--- config.mk ---
export PLATFORM = sky130hd
export DESIGN_NAME = ecdsa_raw_to_der_encoder_top
export DESIGN_NICKNAME = d
export VERILOG_FILES = /design/src/rtl/ecder_pkg.sv /design/src/rtl/ecdsa_raw_to_der_encoder_top.sv /design/src/rtl/ecder_byte_sel.sv
export SDC_FILE = /design/constraint.sdc
export NUM_CORES = 2
export LEC_CHECK = 0
export BUFFER_PORTS_ARGS = -buffer_cell sky130_fd_sc_hd__buf_4
export CAP_MARGIN = 20
export CORE_MARGIN = 5
export CORE_UTILIZATION = 50
export DETAILED_ROUTE_END_ITERATION = 10
export PLACE_DENSITY = 0.69
export SLEW_MARGIN = 20
export SYNTH_ARGS = -nofsm -noshare
export SYNTH_HDL_FRONTEND = slang
export SYNTH_SLANG_ARGS = --single-unit
--- constraint.sdc ---
create_clock -name clk -period 12.8 [get_ports clk]
set_input_delay 2.56 -clock clk [delete_from_list [all_inputs] [get_ports clk]]
set_output_delay 2.56 -clock clk [all_outputs]
set_load 0.05 [all_outputs]
--- src/rtl/ecder_pkg.sv ---
// Shared constants, codes and types for the ECDSA raw-to-DER encoder.
// Used by ecder_byte_sel and ecdsa_raw_to_der_encoder_top; depends on nothing.
package ecder_pkg;

    // Raw buffer sizing.
    localparam int MAX_RAW_BYTES = 132;
    localparam int ADDR_W        = $clog2(MAX_RAW_BYTES);
    localparam int CNT_W         = $clog2(MAX_RAW_BYTES + 2);
    localparam int HALF_W        = $clog2(MAX_RAW_BYTES / 2 + 1);

    // DER positions and lengths follow the 9-bit der_length field.
    localparam int POS_W = 9;

    // Request codes.
    localparam logic REQ_PUSH = 1'b0;
    localparam logic REQ_PULL = 1'b1;

    // Result kinds.
    localparam logic [1:0] KIND_SUMMARY = 2'd0;
    localparam logic [1:0] KIND_BYTE    = 2'd1;
    localparam logic [1:0] KIND_ERROR   = 2'd2;
    localparam logic [1:0] KIND_NONE    = 2'd3;

    // DER tags and length-form markers.
    localparam logic [7:0] TAG_SEQUENCE = 8'h30;
    localparam logic [7:0] TAG_INTEGER  = 8'h02;
    localparam logic [7:0] LEN_LONG_1   = 8'h81;
    localparam logic [7:0] LEN_LONG_2   = 8'h82;
    localparam logic [7:0] TOP_BIT      = 8'h80;
    localparam logic [7:0] BYTE_MAX     = 8'hff;

    // Encoding layout captured at the end of a load.
    typedef struct packed {
        logic [HALF_W-1:0] half;
        logic [HALF_W-1:0] r_skip;
        logic [HALF_W-1:0] s_skip;
        logic              r_pad;
        logic              s_pad;
        logic [POS_W-1:0]  body;
        logic [1:0]        head_len;
    } layout_t;

    // Selection for one DER byte: a constant value or a buffer read.
    typedef struct packed {
        logic              use_mem;
        logic [ADDR_W-1:0] addr;
        logic [7:0]        value;
    } byte_sel_t;

endpackage

--- src/rtl/ecdsa_raw_to_der_encoder_top.sv ---
// Top level of the ECDSA raw-to-DER encoder: raw buffer memory, scan and pull sequencer.
// Depends on ecder_pkg and instantiates ecder_byte_sel.

// Raw r||s bytes are pushed one per beat into a 132-byte buffer held in a
// synchronous memory; a push that is not last gives no result. The push
// marked last gives either a registered error beat (odd length or overflow),
// or, after a scan of the buffer, a summary beat with the total DER length.
// The scan reads the memory one byte at a time (issue, then check the
// registered data) for the leading zeros of r and then of s. Each pull
// reads its DER byte through the registered read port and gives it as a
// registered byte beat; a pull with nothing pending answers with a none
// beat from the idle state. A push during a pending encoding abandons it
// and starts a new load.
module ecdsa_raw_to_der_encoder_top (
    input  logic                          clk,
    input  logic                          rst_n,
    input  logic                          in_valid,
    output logic                          in_ready,
    input  logic                          req_type,
    input  logic [7:0]                    raw_byte,
    input  logic                          raw_last,
    output logic                          out_valid,
    input  logic                          out_ready,
    output logic [1:0]                    kind,
    output logic [7:0]                    out_byte,
    output logic [ecder_pkg::POS_W-1:0]   der_length,
    output logic                          out_last
);

    localparam logic [2:0] S_IDLE = 3'd0;
    localparam logic [2:0] S_RD   = 3'd1;
    localparam logic [2:0] S_CK   = 3'd2;
    localparam logic [2:0] S_FIN  = 3'd3;
    localparam logic [2:0] S_PULL = 3'd4;

    localparam int ADDR_W = ecder_pkg::ADDR_W;
    localparam int CNT_W  = ecder_pkg::CNT_W;
    localparam int HALF_W = ecder_pkg::HALF_W;
    localparam int POS_W  = ecder_pkg::POS_W;

    logic [2:0]        state_reg, state_next;
    logic [CNT_W-1:0]  count_reg, count_next;
    logic              rdy_reg, rdy_next;
    logic [POS_W-1:0]  pos_reg, pos_next;
    logic [HALF_W-1:0] half_reg, half_next;
    logic [HALF_W-1:0] r_skip_reg, r_skip_next;
    logic [HALF_W-1:0] s_skip_reg, s_skip_next;
    logic              r_pad_reg, r_pad_next;
    logic              s_pad_reg, s_pad_next;
    logic [POS_W-1:0]  body_reg, body_next;
    logic [1:0]        head_len_reg, head_len_next;
    logic [POS_W-1:0]  total_reg, total_next;
    logic [HALF_W-1:0] k_reg, k_next;
    logic              phase_reg, phase_next;

    logic              out_valid_reg, out_valid_next;
    logic [1:0]        kind_reg, kind_next;
    logic [7:0]        out_byte_reg, out_byte_next;
    logic [POS_W-1:0]  der_length_reg, der_length_next;
    logic              out_last_reg, out_last_next;

    logic [7:0]        raw_mem [ecder_pkg::MAX_RAW_BYTES];
    logic [7:0]        rd_data_reg;
    logic [ADDR_W-1:0] rd_addr;
    logic [ADDR_W-1:0] wr_addr;
    logic              we;

    logic [CNT_W-1:0]  cnt_base;
    logic [CNT_W-1:0]  cnt_new;
    logic [CNT_W-1:0]  scan_addr;
    logic [POS_W-1:0]  fin_rsz;
    logic [POS_W-1:0]  fin_ssz;
    logic [POS_W-1:0]  fin_body;
    logic [1:0]        fin_hl;

    ecder_pkg::layout_t   lay;
    ecder_pkg::byte_sel_t sel;

    // Layout of the pending encoding feeds the byte selector.
    always_comb
    begin
        lay.half     = half_reg;
        lay.r_skip   = r_skip_reg;
        lay.s_skip   = s_skip_reg;
        lay.r_pad    = r_pad_reg;
        lay.s_pad    = s_pad_reg;
        lay.body     = body_reg;
        lay.head_len = head_len_reg;
    end

    ecder_byte_sel u_byte_sel (
        .lay (lay),
        .pos (pos_reg),
        .sel (sel)
    );

    // Raw buffer memory with a registered read port.
    always_ff @(posedge clk)
    begin
        if (we)
        begin
            raw_mem[wr_addr] <= raw_byte;
        end
        rd_data_reg <= raw_mem[rd_addr];
    end

    // A push into a pending encoding restarts the load at the first entry.
    assign cnt_base  = rdy_reg ? '0 : count_reg;
    assign wr_addr   = cnt_base[ADDR_W-1:0];
    assign scan_addr = (phase_reg ? CNT_W'(half_reg) : '0) + CNT_W'(k_reg);

    // Integer and sequence sizes once both skips are known.
    always_comb
    begin
        fin_rsz  = POS_W'(2) + POS_W'(r_pad_reg) + POS_W'(half_reg) - POS_W'(r_skip_reg);
        fin_ssz  = POS_W'(2) + POS_W'(s_pad_reg) + POS_W'(half_reg) - POS_W'(s_skip_reg);
        fin_body = fin_rsz + fin_ssz;
        if (fin_body < POS_W'(ecder_pkg::TOP_BIT))
        begin
            fin_hl = 2'd1;
        end
        else if (fin_body <= POS_W'(ecder_pkg::BYTE_MAX))
        begin
            fin_hl = 2'd2;
        end
        else
        begin
            fin_hl = 2'd3;
        end
    end

    assign in_ready = (state_reg == S_IDLE) && (!out_valid_reg || out_ready);

    // Sequencer: load, scan for leading zeros, summarize, and serve pulls.
    always_comb
    begin
        state_next      = state_reg;
        count_next      = count_reg;
        rdy_next        = rdy_reg;
        pos_next        = pos_reg;
        half_next       = half_reg;
        r_skip_next     = r_skip_reg;
        s_skip_next     = s_skip_reg;
        r_pad_next      = r_pad_reg;
        s_pad_next      = s_pad_reg;
        body_next       = body_reg;
        head_len_next   = head_len_reg;
        total_next      = total_reg;
        k_next          = k_reg;
        phase_next      = phase_reg;
        out_valid_next  = out_valid_reg && !out_ready;
        kind_next       = kind_reg;
        out_byte_next   = out_byte_reg;
        der_length_next = der_length_reg;
        out_last_next   = out_last_reg;
        we              = 1'b0;
        rd_addr         = sel.addr;
        cnt_new         = cnt_base;

        case (state_reg)
            S_IDLE:
            begin
                if (in_valid && in_ready)
                begin
                    if (req_type == ecder_pkg::REQ_PUSH)
                    begin
                        rdy_next = 1'b0;
                        pos_next = '0;
                        if (cnt_base < CNT_W'(ecder_pkg::MAX_RAW_BYTES))
                        begin
                            we      = 1'b1;
                            cnt_new = cnt_base + CNT_W'(1);
                        end
                        else
                        begin
                            cnt_new = CNT_W'(ecder_pkg::MAX_RAW_BYTES + 1);
                        end
                        count_next = cnt_new;
                        if (raw_last)
                        begin
                            if ((cnt_new > CNT_W'(ecder_pkg::MAX_RAW_BYTES)) || cnt_new[0])
                            begin
                                count_next      = '0;
                                out_valid_next  = 1'b1;
                                kind_next       = ecder_pkg::KIND_ERROR;
                                out_byte_next   = 8'h00;
                                der_length_next = '0;
                                out_last_next   = 1'b0;
                            end
                            else
                            begin
                                half_next  = HALF_W'(cnt_new[CNT_W-1:1]);
                                k_next     = '0;
                                phase_next = 1'b0;
                                state_next = S_RD;
                            end
                        end
                    end
                    else if (!rdy_reg)
                    begin
                        out_valid_next  = 1'b1;
                        kind_next       = ecder_pkg::KIND_NONE;
                        out_byte_next   = 8'h00;
                        der_length_next = '0;
                        out_last_next   = 1'b0;
                    end
                    else
                    begin
                        state_next = S_PULL;
                    end
                end
            end

            S_RD:
            begin
                rd_addr    = scan_addr[ADDR_W-1:0];
                state_next = S_CK;
            end

            S_CK:
            begin
                if ((rd_data_reg == 8'h00) && ((k_reg + HALF_W'(1)) < half_reg))
                begin
                    k_next     = k_reg + HALF_W'(1);
                    state_next = S_RD;
                end
                else if (!phase_reg)
                begin
                    r_skip_next = k_reg;
                    r_pad_next  = rd_data_reg[7];
                    phase_next  = 1'b1;
                    k_next      = '0;
                    state_next  = S_RD;
                end
                else
                begin
                    s_skip_next = k_reg;
                    s_pad_next  = rd_data_reg[7];
                    state_next  = S_FIN;
                end
            end

            S_FIN:
            begin
                body_next       = fin_body;
                head_len_next   = fin_hl;
                total_next      = POS_W'(1) + POS_W'(fin_hl) + fin_body;
                pos_next        = '0;
                rdy_next        = 1'b1;
                out_valid_next  = 1'b1;
                kind_next       = ecder_pkg::KIND_SUMMARY;
                out_byte_next   = 8'h00;
                der_length_next = POS_W'(1) + POS_W'(fin_hl) + fin_body;
                out_last_next   = 1'b0;
                state_next      = S_IDLE;
            end

            S_PULL:
            begin
                out_valid_next  = 1'b1;
                kind_next       = ecder_pkg::KIND_BYTE;
                out_byte_next   = sel.use_mem ? rd_data_reg : sel.value;
                der_length_next = '0;
                if ((pos_reg + POS_W'(1)) >= total_reg)
                begin
                    out_last_next = 1'b1;
                    rdy_next      = 1'b0;
                    count_next    = '0;
                    pos_next      = '0;
                end
                else
                begin
                    out_last_next = 1'b0;
                    pos_next      = pos_reg + POS_W'(1);
                end
                state_next = S_IDLE;
            end

            default:
            begin
                state_next = S_IDLE;
            end
        endcase
    end

    // Control state.
    always_ff @(posedge clk or negedge rst_n)
    begin
        if (!rst_n)
        begin
            state_reg     <= S_IDLE;
            count_reg     <= '0;
            rdy_reg       <= 1'b0;
            pos_reg       <= '0;
            half_reg      <= '0;
            r_skip_reg    <= '0;
            s_skip_reg    <= '0;
            r_pad_reg     <= 1'b0;
            s_pad_reg     <= 1'b0;
            body_reg      <= '0;
            head_len_reg  <= 2'd1;
            total_reg     <= '0;
            k_reg         <= '0;
            phase_reg     <= 1'b0;
            out_valid_reg <= 1'b0;
        end
        else
        begin
            state_reg     <= state_next;
            count_reg     <= count_next;
            rdy_reg       <= rdy_next;
            pos_reg       <= pos_next;
            half_reg      <= half_next;
            r_skip_reg    <= r_skip_next;
            s_skip_reg    <= s_skip_next;
            r_pad_reg     <= r_pad_next;
            s_pad_reg     <= s_pad_next;
            body_reg      <= body_next;
            head_len_reg  <= head_len_next;
            total_reg     <= total_next;
            k_reg         <= k_next;
            phase_reg     <= phase_next;
            out_valid_reg <= out_valid_next;
        end
    end

    // Output beat payload.
    always_ff @(posedge clk)
    begin
        kind_reg       <= kind_next;
        out_byte_reg   <= out_byte_next;
        der_length_reg <= der_length_next;
        out_last_reg   <= out_last_next;
    end

    assign out_valid  = out_valid_reg;
    assign kind       = kind_reg;
    assign out_byte   = out_byte_reg;
    assign der_length = der_length_reg;
    assign out_last   = out_last_reg;

endmodule

--- src/rtl/ecder_byte_sel.sv ---
// DER byte selector: maps an output position to a header or pad byte or a buffer address.
// Depends on ecder_pkg for the layout and selection types.
module ecder_byte_sel (
    input  ecder_pkg::layout_t   lay,
    input  logic [ecder_pkg::POS_W-1:0] pos,
    output ecder_pkg::byte_sel_t sel
);

    logic [ecder_pkg::POS_W-1:0] hl;
    logic [ecder_pkg::POS_W-1:0] rsz;
    logic [ecder_pkg::POS_W-1:0] q;
    logic [ecder_pkg::POS_W-1:0] qi;
    logic [ecder_pkg::POS_W-1:0] base;
    logic [ecder_pkg::POS_W-1:0] skip;
    logic                        pad;
    logic [ecder_pkg::POS_W-1:0] ilen;
    logic [ecder_pkg::POS_W-1:0] mem_idx;

    // Split the position into sequence header, r integer and s integer.
    always_comb
    begin
        hl  = ecder_pkg::POS_W'(lay.head_len);
        rsz = ecder_pkg::POS_W'(2) + ecder_pkg::POS_W'(lay.r_pad)
            + ecder_pkg::POS_W'(lay.half) - ecder_pkg::POS_W'(lay.r_skip);
        q   = pos - ecder_pkg::POS_W'(1) - hl;
        if (q < rsz)
        begin
            qi   = q;
            base = '0;
            skip = ecder_pkg::POS_W'(lay.r_skip);
            pad  = lay.r_pad;
        end
        else
        begin
            qi   = q - rsz;
            base = ecder_pkg::POS_W'(lay.half);
            skip = ecder_pkg::POS_W'(lay.s_skip);
            pad  = lay.s_pad;
        end
        ilen    = ecder_pkg::POS_W'(lay.half) - skip + ecder_pkg::POS_W'(pad);
        mem_idx = base + skip + qi - ecder_pkg::POS_W'(2) - ecder_pkg::POS_W'(pad);
    end

    // Pick the byte value, or point at the stored raw byte.
    always_comb
    begin
        sel.use_mem = 1'b0;
        sel.addr    = mem_idx[ecder_pkg::ADDR_W-1:0];
        sel.value   = 8'h00;
        if (pos == '0)
        begin
            sel.value = ecder_pkg::TAG_SEQUENCE;
        end
        else if (pos <= hl)
        begin
            case (lay.head_len)
                2'd1:
                begin
                    sel.value = lay.body[7:0];
                end
                2'd2:
                begin
                    sel.value = (pos == ecder_pkg::POS_W'(1)) ? ecder_pkg::LEN_LONG_1
                                                              : lay.body[7:0];
                end
                default:
                begin
                    if (pos == ecder_pkg::POS_W'(1))
                    begin
                        sel.value = ecder_pkg::LEN_LONG_2;
                    end
                    else if (pos == ecder_pkg::POS_W'(2))
                    begin
                        sel.value = {7'b0, lay.body[8]};
                    end
                    else
                    begin
                        sel.value = lay.body[7:0];
                    end
                end
            endcase
        end
        else if (qi == '0)
        begin
            sel.value = ecder_pkg::TAG_INTEGER;
        end
        else if (qi == ecder_pkg::POS_W'(1))
        begin
            sel.value = ilen[7:0];
        end
        else if (pad && (qi == ecder_pkg::POS_W'(2)))
        begin
            sel.value = 8'h00;
        end
        else
        begin
            sel.use_mem = 1'b1;
        end
    end

endmodule
==> impl_metrics.csv <==
group,metric,value,unit
flow_run,max-cap-violations,0,
clock_tree,cts_sinks,1157,
yosys,muxShareOfSynthArea,12.95,%
clock_tree,numCtsBuffers,112,
yosys,synth_area_leaders,"edfxtp_1 66%, mux4_2 12%, dfrtp_1 3.7%",
global_routing,gr-usage-all-layers,23.57,%
die,row_count,114,
detailed_routing,routed_wl,122200,um
die,die_area,104400,um^2
global_routing,grt_max_degree,150,
cells_and_area,design_area,54560,um^2
placed_design,io_buffers,35,
detailed_routing,drtAntennaViolNets,0,
outcome,status,"complete, no violations",
die,core_area,96990,um^2
clock_tree,post_cts_resized,0,
setup_path,worstPathArrival,9.89,ns
yosys,netlist_area,49040,um^2
cells_and_area,syn_to_final_growth,11.28,%
clock_tree,clock_latency,0.73,ns
clock_tree,htreeDepth,3,
global_routing,met2_usage,37.34,%
setup_path,cpMostUsedCell,"ha_1",
setup_path,critPathBufInv,6,
clock_tree,clk_pin_slew,0.06,ns
die,die_h,323.2,um
detailed_routing,drcViolationCount,0,
detailed_routing,drt_iter0_drc,3132,
sta,clock-skew-final,0.06045,ns
yosys,synth_ff_type,"edfxtp_1",
placed_design,dp.cells,4065,
yosys,synthCells,2858,
die,pin_count,36,
setup_path,critPathMaxFanout,149,
yosys,synth_compound_area_share,4.708,%
global_routing,grt_pass1_wl,182000,um
yosys,ys_seq_area_share,69.95,%
yosys,synth_cell_types,75,
yosys,synthArstFlopShare,6.309,%
cells_and_area,drive_gt1_share,18.63,%
setup_path,critical_path_required,13.40,ns
sta,rsz0062_at_grt,"false",
detailed_routing,vias,26990,
yosys,syn-num-nets,2991,
setup_path,worst_path_max_delay_cell,"buf_12",
clock_tree,cts_hold_buf,0,
yosys,synth_top_family_by_area,"multiplexers",
setup_path,crit_family,"adder cells",
yosys,synth_xor_xnor_area_share,1.171,%
cells_and_area,top_register,"raw_mem",
clock_tree,cts_tree,"yes",
yosys,synth_edf_count,1076,
global_routing,met3_usage,4.611,%
global_routing,grt_pass1_vias,27080,
yosys,synth_top_area_share,65.89,%
setup_path,max_stage_delay,0.57,ns
sta,fin_crit_sh,72.60,%
yosys,synthAdderAreaFrac,3.358,%
clock_tree,cts_buffer_depth,3,
global_routing,top_usage_layer,"met2",
die,die_w,323.2,um
die,start_util,50.56,%
sta,tightest_slew,1.254,ns
setup_path,crit_path_end_kind,"flop",
clock_tree,cts_setup_buffers,0,
setup_path,crit_type,"flop to flop",
yosys,syn_area_per_cell,17.16,um^2
placed_design,placed_cell_area,50740,um^2
yosys,ys_warn_count,0,
placed_design,dp_hpwl,77040,um
setup_path,worst_setup_path_start_kind,"flop",
yosys,synth_seq_cells,1157,
global_routing,overflow,0,
sta,finalHoldViolCount,0,
global_routing,antenna_found_initial,2,
detailed_routing,drtPass1Iterations,6,
sta,slew_headroom,16.23,%
min_path,min_path_type,"flop to flop",
cells_and_area,largest_reg_flops,1056,
clock_tree,ctsRootBufferMaster,"clkbuf_16",
yosys,synth_area_leader_cell,"edfxtp_1",
sta,post-route-min-period,9.293,ns
sta,fmax,107.6,MHz
sta,setup_viol,0,
global_routing,grt_util_met1,32.91,%
cells_and_area,final_nets,3036,
cells_and_area,nFillCells,7313,
yosys,yosys.area_share.simple,6.024,%
sta,drv_slew,0,
detailed_routing,viasPerCell,6.310,
sta,timing.setup.tns,0,ns
detailed_routing,wl_per_cell,28.56,um
cells_and_area,instances_no_fill,4277,
cells_and_area,fin_util,56.26,%
placed_design,gp_congestion,0.9490,
final cells by class:
| type | instances | area (um^2) | area share, % |
|---|---|---|---|
| antenna | 1 | 2.502 | 0.004586 |
| sequential | 1157 | 34300 | 62.86 |
| tap | 1276 | 1597 | 2.926 |
| clock buffer | 130 | 2913 | 5.338 |
| clock inverter | 81 | 880.8 | 1.614 |
| timing repair buffer | 66 | 573.1 | 1.050 |
| inverter | 94 | 352.8 | 0.6466 |
| multi-input combinational | 1472 | 13950 | 25.56 |
cells in the mapped netlist, types with 7 or more instances:
cell,instances
a211oi_1,11
a21o_1,25
a21oi_1,58
a22o_1,13
a22oi_1,64
a31oi_1,41
and2_1,17
and3_1,10
buf_1,28
buf_2,27
clkbuf_1,79
dfrtp_1,72
dfxtp_1,8
edfxtp_1,1076
fa_1,21
ha_1,98
inv_1,94
mux2_1,7
mux2_2,22
mux2i_1,8
mux4_2,264
nand2_1,210
nand2b_1,16
nand3_1,110
nand4_1,7
nor2_1,204
nor2b_1,13
nor3_1,21
nor3b_1,7
nor4_1,16
o21a_1,10
o21ai_0,45
o21bai_1,8
o31ai_1,7
xnor2_1,39
xor2_1,22
metal layers:
layer | part of all wire (%) | wire [um]
met3 | 8.9 | 10830
met2 | 48 | 58030
met5 | 0.0065 | 8
met1 | 39 | 47770
met4 | 4.5 | 5537
cell families after synthesis:
group,count (synthesis)
multiplexers,301
flip-flops,1157
buffers and inverters,229
AND/OR/NAND/NOR,654
adder cells (fa/ha/maj),119
XOR/XNOR,63
AO/OA/AOI/OAI,335
through the flow:
step                hold WS, ns  setup WS (ns)
floorplan                0.4418          5.249
global placement         0.4624          3.302
detailed placement       0.4692          3.646
CTS                      0.4830          3.612
global route             0.4919          3.140
finish                   0.4813          3.507
worst register-to-register path: cells and delay by family (launching register included):
family,cells,cell delay (ns)
AO/OA/AOI/OAI,5,1.79
XOR/XNOR,1,0.12
adder cells (fa/ha/maj),8,2.58
buffers and inverters,6,1.41
flip-flops,1,0.54
multiplexers,4,1.43
AND/OR/NAND/NOR,7,1.35
path summary, 6_finish.rpt:
path                       slack [ns]  cells after the start         start             end
max reg2reg                      3.51                     31   half_reg[0]  rd_data_reg[5]
max                              3.51                     31   half_reg[0]  rd_data_reg[5]
min                              0.48                      1  total_reg[3]    total_reg[3]
max in group asynchronous       10.37                      1         rst_n   s_skip_reg[6]
min reg2reg                      0.48                      1  total_reg[3]    total_reg[3]
min in group asynchronous        1.86                      1         rst_n   s_skip_reg[4]
cell usage in the layout, fill, tap and decap left out, types with 9 or more instances in the layout:
cell type | Yosys | final
a211oi_1 | 11 | 11
a21o_1 | 25 | 25
a21oi_1 | 58 | 55
a22o_1 | 13 | 13
a22oi_1 | 64 | 64
a31oi_1 | 41 | 41
and2_1 | 17 | 17
and3_1 | 10 | 10
buf_4 | 0 | 59
bufinv_16 | 0 | 16
clkbuf_1 | 79 | 16
clkbuf_16 | 0 | 114
clkinv_1 | 0 | 25
clkinv_2 | 0 | 27
dfrtp_1 | 72 | 72
edfxtp_1 | 1076 | 1076
fa_1 | 21 | 21
ha_1 | 98 | 98
inv_1 | 94 | 94
mux2_2 | 22 | 22
mux4_2 | 264 | 264
nand2_1 | 210 | 210
nand2b_1 | 16 | 16
nand3_1 | 110 | 110
nor2_1 | 204 | 200
nor2b_1 | 13 | 13
nor3_1 | 21 | 18
nor4_1 | 16 | 15
o21a_1 | 10 | 9
o21ai_0 | 45 | 44
xnor2_1 | 39 | 39
xor2_1 | 22 | 22
Power is not shown: default switching activity piles up to over one toggle a cycle in this logic, so the estimate is an artifact.
